`src/rtl/tlt_pkg.sv`:
```
package tlt_pkg;

  typedef enum logic [1:0] {
    OP_MATCH = 2'd0,
    OP_NEW   = 2'd1,
    OP_EOF   = 2'd2
  } op_e;

  typedef enum logic [1:0] {
    TS_NEW     = 2'd0,
    TS_TRACKED = 2'd1,
    TS_LOST    = 2'd2
  } trk_e;

  typedef enum logic [1:0] {
    STAT_OK    = 2'd0,
    STAT_FULL  = 2'd1,
    STAT_EMPTY = 2'd2,
    STAT_NONE  = 2'd3
  } stat_e;

  typedef enum logic [2:0] {
    CMD_IDLE  = 3'd0,
    CMD_MATCH = 3'd1,
    CMD_ALLOC = 3'd2,
    CMD_AGE   = 3'd3,
    CMD_SHIFT = 3'd4
  } cmd_e;

  localparam int unsigned CFG_IDX_W  = 2;
  localparam int unsigned CFG_DATA_W = 10;
  localparam logic [CFG_IDX_W-1:0] REG_THRESHOLD  = 2'd0;
  localparam logic [CFG_IDX_W-1:0] REG_LOST_LIMIT = 2'd1;

  localparam logic [15:0] TRACKED_MIN_HITS = 16'd2;
  localparam logic [15:0] SAT16 = 16'hFFFF;
  localparam logic [7:0]  SAT8  = 8'hFF;

  typedef struct packed {
    logic [1:0]         opcode;
    logic [4:0]         slot;
    logic [7:0]         member_id;
    logic signed [15:0] score;
  } in_t;

  typedef struct packed {
    logic [4:0]  out_slot;
    logic [31:0] track_id;
    logic [15:0] hits;
    logic [15:0] age;
    logic [1:0]  track_state;
    logic [7:0]  out_member;
    logic        member_valid;
    logic [1:0]  status;
    logic        last;
  } res_t;

  typedef struct packed {
    logic valid;
    logic matched;
    logic created;
    logic pending;
  } ent_ctl_t;

  typedef struct packed {
    logic [31:0] id;
    logic [15:0] hits;
    logic [15:0] age;
    logic [7:0]  lost_age;
    logic [1:0]  state;
    logic [7:0]  member;
  } ent_dat_t;

  typedef struct packed {
    ent_ctl_t ctl;
    ent_dat_t dat;
  } entry_t;

  typedef struct packed {
    cmd_e        kind;
    logic [7:0]  member;
    logic [31:0] new_id;
    logic [3:0]  lost_limit;
  } cell_cmd_t;

endpackage

```
`src/rtl/tlt_cell.sv`:
```
module tlt_cell (
  input  logic               clk_i,
  input  logic               rst_ni,
  input  tlt_pkg::cell_cmd_t cmd_i,
  input  logic               sel_i,
  input  logic               taken_i,
  output logic               taken_o,
  output logic               take_o,
  input  tlt_pkg::entry_t    nbr_i,
  output tlt_pkg::entry_t    ent_o
);
  import tlt_pkg::*;

  ent_ctl_t ctl_q, ctl_d;
  ent_dat_t dat_q, dat_d;
  entry_t   cur;
  entry_t   nxt;
  logic [15:0] hits_inc;

  assign cur     = '{ctl: ctl_q, dat: dat_q};
  assign ent_o   = cur;
  assign taken_o = taken_i | ~ctl_q.valid;
  assign take_o  = (cmd_i.kind == CMD_ALLOC) & ~taken_i & ~ctl_q.valid;
  assign hits_inc = (dat_q.hits == SAT16) ? SAT16 : dat_q.hits + 16'd1;

  always_comb begin
    nxt = cur;
    case (cmd_i.kind)
      CMD_SHIFT: begin
        nxt = nbr_i;
      end
      CMD_MATCH: begin
        if (sel_i) begin
          nxt.dat.age      = (dat_q.age == SAT16) ? SAT16 : dat_q.age + 16'd1;
          nxt.dat.hits     = hits_inc;
          if (hits_inc >= TRACKED_MIN_HITS) begin
            nxt.dat.state = TS_TRACKED;
          end
          nxt.dat.lost_age = 8'd0;
          nxt.dat.member   = cmd_i.member;
          nxt.ctl.matched  = 1'b1;
        end
      end
      CMD_ALLOC: begin
        if (take_o) begin
          nxt.ctl.valid    = 1'b1;
          nxt.ctl.created  = 1'b1;
          nxt.ctl.matched  = 1'b0;
          nxt.dat.id       = cmd_i.new_id;
          nxt.dat.age      = 16'd1;
          nxt.dat.hits     = 16'd1;
          nxt.dat.lost_age = 8'd0;
          nxt.dat.state    = TS_NEW;
          nxt.dat.member   = cmd_i.member;
        end
      end
      CMD_AGE: begin
        if (ctl_q.valid && !ctl_q.matched && !ctl_q.created) begin
          nxt.dat.state    = TS_LOST;
          nxt.dat.lost_age = (dat_q.lost_age == SAT8) ? SAT8 : dat_q.lost_age + 8'd1;
          nxt.dat.age      = (dat_q.age == SAT16) ? SAT16 : dat_q.age + 16'd1;
        end
        nxt.ctl.matched = 1'b0;
        nxt.ctl.created = 1'b0;
        // The entry is reported while alive, or once when it expires.
        nxt.ctl.pending = ctl_q.valid & ((nxt.dat.state != TS_LOST) |
                          (nxt.dat.lost_age > {4'd0, cmd_i.lost_limit}));
      end
      default: ;
    endcase
  end

  assign ctl_d = nxt.ctl;
  assign dat_d = nxt.dat;

  always_ff @(posedge clk_i or negedge rst_ni) begin
    if (!rst_ni) begin
      ctl_q <= '0;
    end else begin
      ctl_q <= ctl_d;
    end
  end

  always_ff @(posedge clk_i) begin
    dat_q <= dat_d;
  end

endmodule
```
`config.mk`:
```
export PLATFORM = sky130hd
export DESIGN_NAME = tlt_cell
export DESIGN_NICKNAME = d
export VERILOG_FILES = /design/src/rtl/tlt_pkg.sv /design/src/rtl/tlt_cell.sv
export SDC_FILE = /design/constraint.sdc
export NUM_CORES = 1
export LEC_CHECK = 0
export BUFFER_PORTS_ARGS = -buffer_cell sky130_fd_sc_hd__buf_2
export CAP_MARGIN = 20
export CORE_ASPECT_RATIO = 2
export CORE_MARGIN = 4
export CORE_UTILIZATION = 40
export DETAILED_ROUTE_END_ITERATION = 8
export PLACE_DENSITY = 0.66
export SETUP_SLACK_MARGIN = 0.3
export SLEW_MARGIN = 30
export SYNTH_ARGS = -nofsm -noshare
export SYNTH_HDL_FRONTEND = slang
export SYNTH_SLANG_ARGS = --single-unit
```
`constraint.sdc`:
```
create_clock -name clk_i -period 6.2 [get_ports clk_i]
set_input_delay 1.24 -clock clk_i [delete_from_list [all_inputs] [get_ports clk_i]]
set_output_delay 1.24 -clock clk_i [all_outputs]
set_load 0.05 [all_outputs]
```
* Yosys cells after proc, flatten, opt, wreduce, memory -nomap -nowiden
Cells that the tools add are included.
** Storage, ports and cells
- Flip-flop bits (word level) :: 86
- Output and inout bits :: 88
- Logic and storage cells :: 67
** Operators by class
- $add $sub $neg :: 3
- Magnitude comparators :: 2
- Eq/ne operators :: 12
- Muxes and demuxes :: 18
- Bitwise gates (word level) :: 7
- Reduce and logical (&&, ||, !) cells :: 15
** Operators by type and width (number)
- $pmux 26 s4 :: 1
- $mux 82 :: 1
- $pmux 32 s2 :: 1
- $mux 26 :: 2
- $mux 50 :: 1
- $pmux 16 s3 :: 1
- $add 16x1->16 const B :: 2
- $eq 16x16->1 const B :: 2
- $mux 16 :: 2
- $pmux 8 s3 :: 1
- $ge 16x2->1 const B :: 1
- $ne 2x2->1 const B :: 5
- $add 8x1->8 const B :: 1
- $eq 8x8->1 const B :: 1
- $gt 8x4->1 :: 1
- $mux 8 :: 1
- $reduce_and 4->1 :: 2
- $eq 3x2->1 const B :: 2
- $reduce_and 3->1 :: 2
- $reduce_bool 3->1 :: 2
- $pmux 1 s2 :: 2
- $pmux 1 s4 :: 1
- $reduce_and 2->1 :: 2
- $reduce_bool 2->1 :: 2
- 12 further kinds :: 18

* Logic depth before layout (Yosys ltp)
- Depth after elaboration :: 9
- Depth in mapped cells :: 12
- Depth with buffers taken out :: 12

* Worst setup path after synthesis
Ideal clock, no wire load.
- Path type :: input to output
- Start :: input cmd_i[46] in the netlist's numbering
- End :: output take_o
- Arrival :: 3165 ps
- Required time :: 4960 ps
- Setup slack :: 1795 ps
- Stages :: 6
- Buffers on the path :: 3
- Cell sequence :: nand2b_1 > buf_2 > or2_2 > clkbuf_1 > clkbuf_1 > nor3_1
** On the way
- Longest elaborated chain between the ends :: 3
** RTL lines
- from (decl) :: RTL line tlt_cell.sv:4 : input tlt_pkg::cell_cmd_t cmd_i,
- $eq 3x2->1 :: RTL line tlt_cell.sv:23 : assign take_o = (cmd_i.kind == CMD_ALLOC) & ~taken_i & ~ctl_q.valid;
- $and 1x1->1 (2 in series) :: RTL line tlt_cell.sv:23
- to (decl) :: RTL line tlt_cell.sv:8 : output logic take_o,
No other way between the ends.

* Worst setup path in the final report
- Start :: input cmd_i[45] in the netlist's numbering
- End :: output take_o
Same word-level chain as after synthesis.

==> summary.txt <==
Global routing
  – Grt met1 use: 22.2%
  – Largest net degree at the start of global routing: 43
  – First-pass GRT wire length: 22,500 µm
  – Grt total ovfl: 0
  – Antenna violations before repair: 0
  – Top Usage Layer GRT: met2
  – GR met3 Demand/Resource: 3.56%
  – Total GRT Usage: 20.2%
  – Vias in the first global route: 4,649
  – Met2 Use GR: 36.1%

Synthesis
  – Synth Cell Area: 4850 µm²
  – Sequential-to-total area share from yosys stat: 52.8%
  – Synth Register Bits: 86
  – Post-synth top cells: 136 x nand2_1, 82 x edfxtp_1, 27 x a21oi_1
  – Ys flop type: edfxtp_1
  – Syn avg cell area: 9.95 µm²
  – Syn Nets: 632
  – Synth area leaders: edfxtp_1 51%, nand2_1 11%, a22o_1 3.4%
  – Ys Warns: 0
  – Synth Instances: 488
  – Ys async rst share: 4.65%
  – Top cell type's share of synthesized area: 50.7%
  – Post-synth top area cell: edfxtp_1
  – Top-count cell post-synth: nand2_1
  – Post-synth EDFFs: 82
  – Distinct cells, synth: 54

CTS
  – Htree depth: 3
  – Clk sinks: 86
  – Setup bufs post-CTS: 0
  – CTS root buffer: clkbuf_16
  – Post-cts repair resize count: 0
  – Clk Latency, worst-skew pair: 0.33 ns
  – Hold_buf cts: 0
  – TritonCTS Buffers: 9
  – Reg clk slew, reported paths: 0.06 ns
  – Max Buffers Root-to-Sink: 2
  – CTS tree: yes

Setup path
  – RR Startpoint: ent_o[85]$_DFFE_PN0P_
  – R2R Path End: ent_o[82]$_DFFE_PN0P_
  – Reg2Reg Depth: 10
  – Arrival time at the worst endpoint: 2.71 ns
  – Critical Path Start: cmd_i[45]
  – CP required: 4.96 ns
  – R2r setup slk: 3.49 ns
  – Worst Setup EP: take_o
  – Critical Path Start Type: input port
  – Critical path fanouts, max: 42
  – Worst setup EP type: output pin
  – Crit Path Category: in -> out

Detailed routing
  – Residual DRC: 0
  – ANT nets after route: 0
  – Routed len/inst: 17.0 µm
  – Via density: 5.36
  – Initial drt markers: 205
  – Vias: 4,577
  – Total wire length: 14,500 µm
  – DRT Pass-1 Iters: 5

Timing
  – Fmax: 0.253 GHz
  – Worst slew pin tran: 0.671 ns
  – Layout Skew: 0.00825 ns
  – Crit path time final: 3.95 ns
  – RSZ-0062 raised after global routing: no
  – Slew headroom: 55.2%
  – Period utilization: 63.8%
  – Final Setup Violations: 0
  – Final setup TNS: 0 ns
  – Max Slew Vio Count: 0
  – Final Hold Fails: 0
  – Final Worst Setup Slack: 2.25 ns

Power
  – Power per Cell Area: 259 nW/µm²
  – Max rail drop VDD: 0.000162 V
  – Leak: 0.00285 µW
  – Pwr Total: 1660 µW

Finish
  – N_diodes: 0
  – Share of post-route cells with drive strength above 1: 38.6%
  – Fillers: 1,092
  – Max reg flops: 86
  – Nets@finish: 850
  – P&R area growth vs syn: 32.0%

Floorplanning
  – Num rows: 56
  – DIE AREA: 14,100 µm²
  – Io pins: 225
  – Die Width: 85.9 µm
  – Chip height: 164 µm
  – Initial cell density of the core: 41.0%
  – Core ar.: 11,800 µm²

Placed design
  – Post-DP HPWL: 11,400 µm
  – PortBufs: 224
  – GPL Wtd Cong: 0.859
  – Pre-CTS WS: 2.25 ns

Run
  – MaxCap Viol Count: 0

Min path
  – Type of the most critical hold path: reg -> reg

Status
  – Status: completed
==> worst max-delay path, cell delays in order <==
cell and delay [ns]:
buf_2 0.20, nand2b_1 0.22, or2_2 0.32, buf_4 0.26, nor3_1 0.17, buf_2 0.29
==> power by group <==
| part | switching (µW) | internal [µW] | total [µW] |
|---|---|---|---|
| clock | 208 | 346 | 554 |
| sequential | 41.5 | 689 | 730 |
| combinational | 256 | 121 | 377 |
| total | 505 | 1160 | 1660 |
==> layout make-up <==
cell class / instances / area (µm²) / share of cell area (%)
tap: 145 / 181 / 2.83
multi-input combinational: 371 / 2170 / 33.8
inverter: 9 / 33.8 / 0.527
clock buffer: 9 / 225 / 3.52
timing repair buffer: 229 / 1160 / 18.1
sequential: 86 / 2560 / 40.0
clock inverter: 5 / 76.3 / 1.19
==> through the flow <==
stage                     hold slack, ns  cell area [µm²]  instances  util [%]
after floorplan                    0.797             4850        488         -
after global placement             0.576             6100        840      51.5
after detailed placement           0.597             6100        840      51.5
after CTS                          0.610             6400        854      54.0
after global routing               0.676             6400        854      54.1
final                              0.606             6400        854      54.1
==> layout by cell type, fill, tap and decap left out, drive strengths merged, types with 11 or more instances in the layout <==
cell | netlist | final
a21oi | 27 | 27
edfxtp | 82 | 82
nand2 | 136 | 136
o21ai | 23 | 23
nand4 | 12 | 12
a31oi | 11 | 11
nor2 | 20 | 20
a22o | 21 | 21
buf | 9 | 229
xor2 | 13 | 13
nand3 | 23 | 23
==> kinds of logic (layout without fill, tap and decap cells) <==
logic type | Yosys count | after routing | synth area share (%)
AO/OA/AOI/OAI | 96 | 96 | 12.7
XOR/XNOR | 21 | 21 | 3.79
multiplexers | 13 | 13 | 2.91
buffers and inverters | 31 | 252 | 2.73
AND/OR/NAND/NOR | 234 | 234 | 23.3
flip-flops | 86 | 86 | 52.8
adder cells (fa/ha/maj) | 7 | 7 | 1.80
==> routing by layer <==
| metal | share of wire [%] | up-vias |
|---|---|---|
| li1 | - | 2203 |
| met1 | 36 | 2131 |
| met2 | 54 | 209 |
| met3 | 6.9 | 34 |
| met4 | 3.5 | 0 |
| met5 | 0 | - |
==> how the worst min path moves through the flow <==
stage                                startpoint                     to  slack [ns]  cells past startpoint
after CTS                 ent_o[84]$_DFFE_PN0P_  ent_o[84]$_DFFE_PN0P_        0.61                      2
after detailed placement  ent_o[84]$_DFFE_PN0P_  ent_o[84]$_DFFE_PN0P_        0.60                      2
final                     ent_o[84]$_DFFE_PN0P_  ent_o[84]$_DFFE_PN0P_        0.61                      2
after floorplan           ent_o[84]$_DFFE_PN0P_  ent_o[84]$_DFFE_PN0P_        0.80                      2
after global routing      ent_o[84]$_DFFE_PN0P_  ent_o[84]$_DFFE_PN0P_        0.68                      2
after global placement    ent_o[84]$_DFFE_PN0P_  ent_o[84]$_DFFE_PN0P_        0.58                      2
Note: power is estimated with default switching activity, not from simulation.
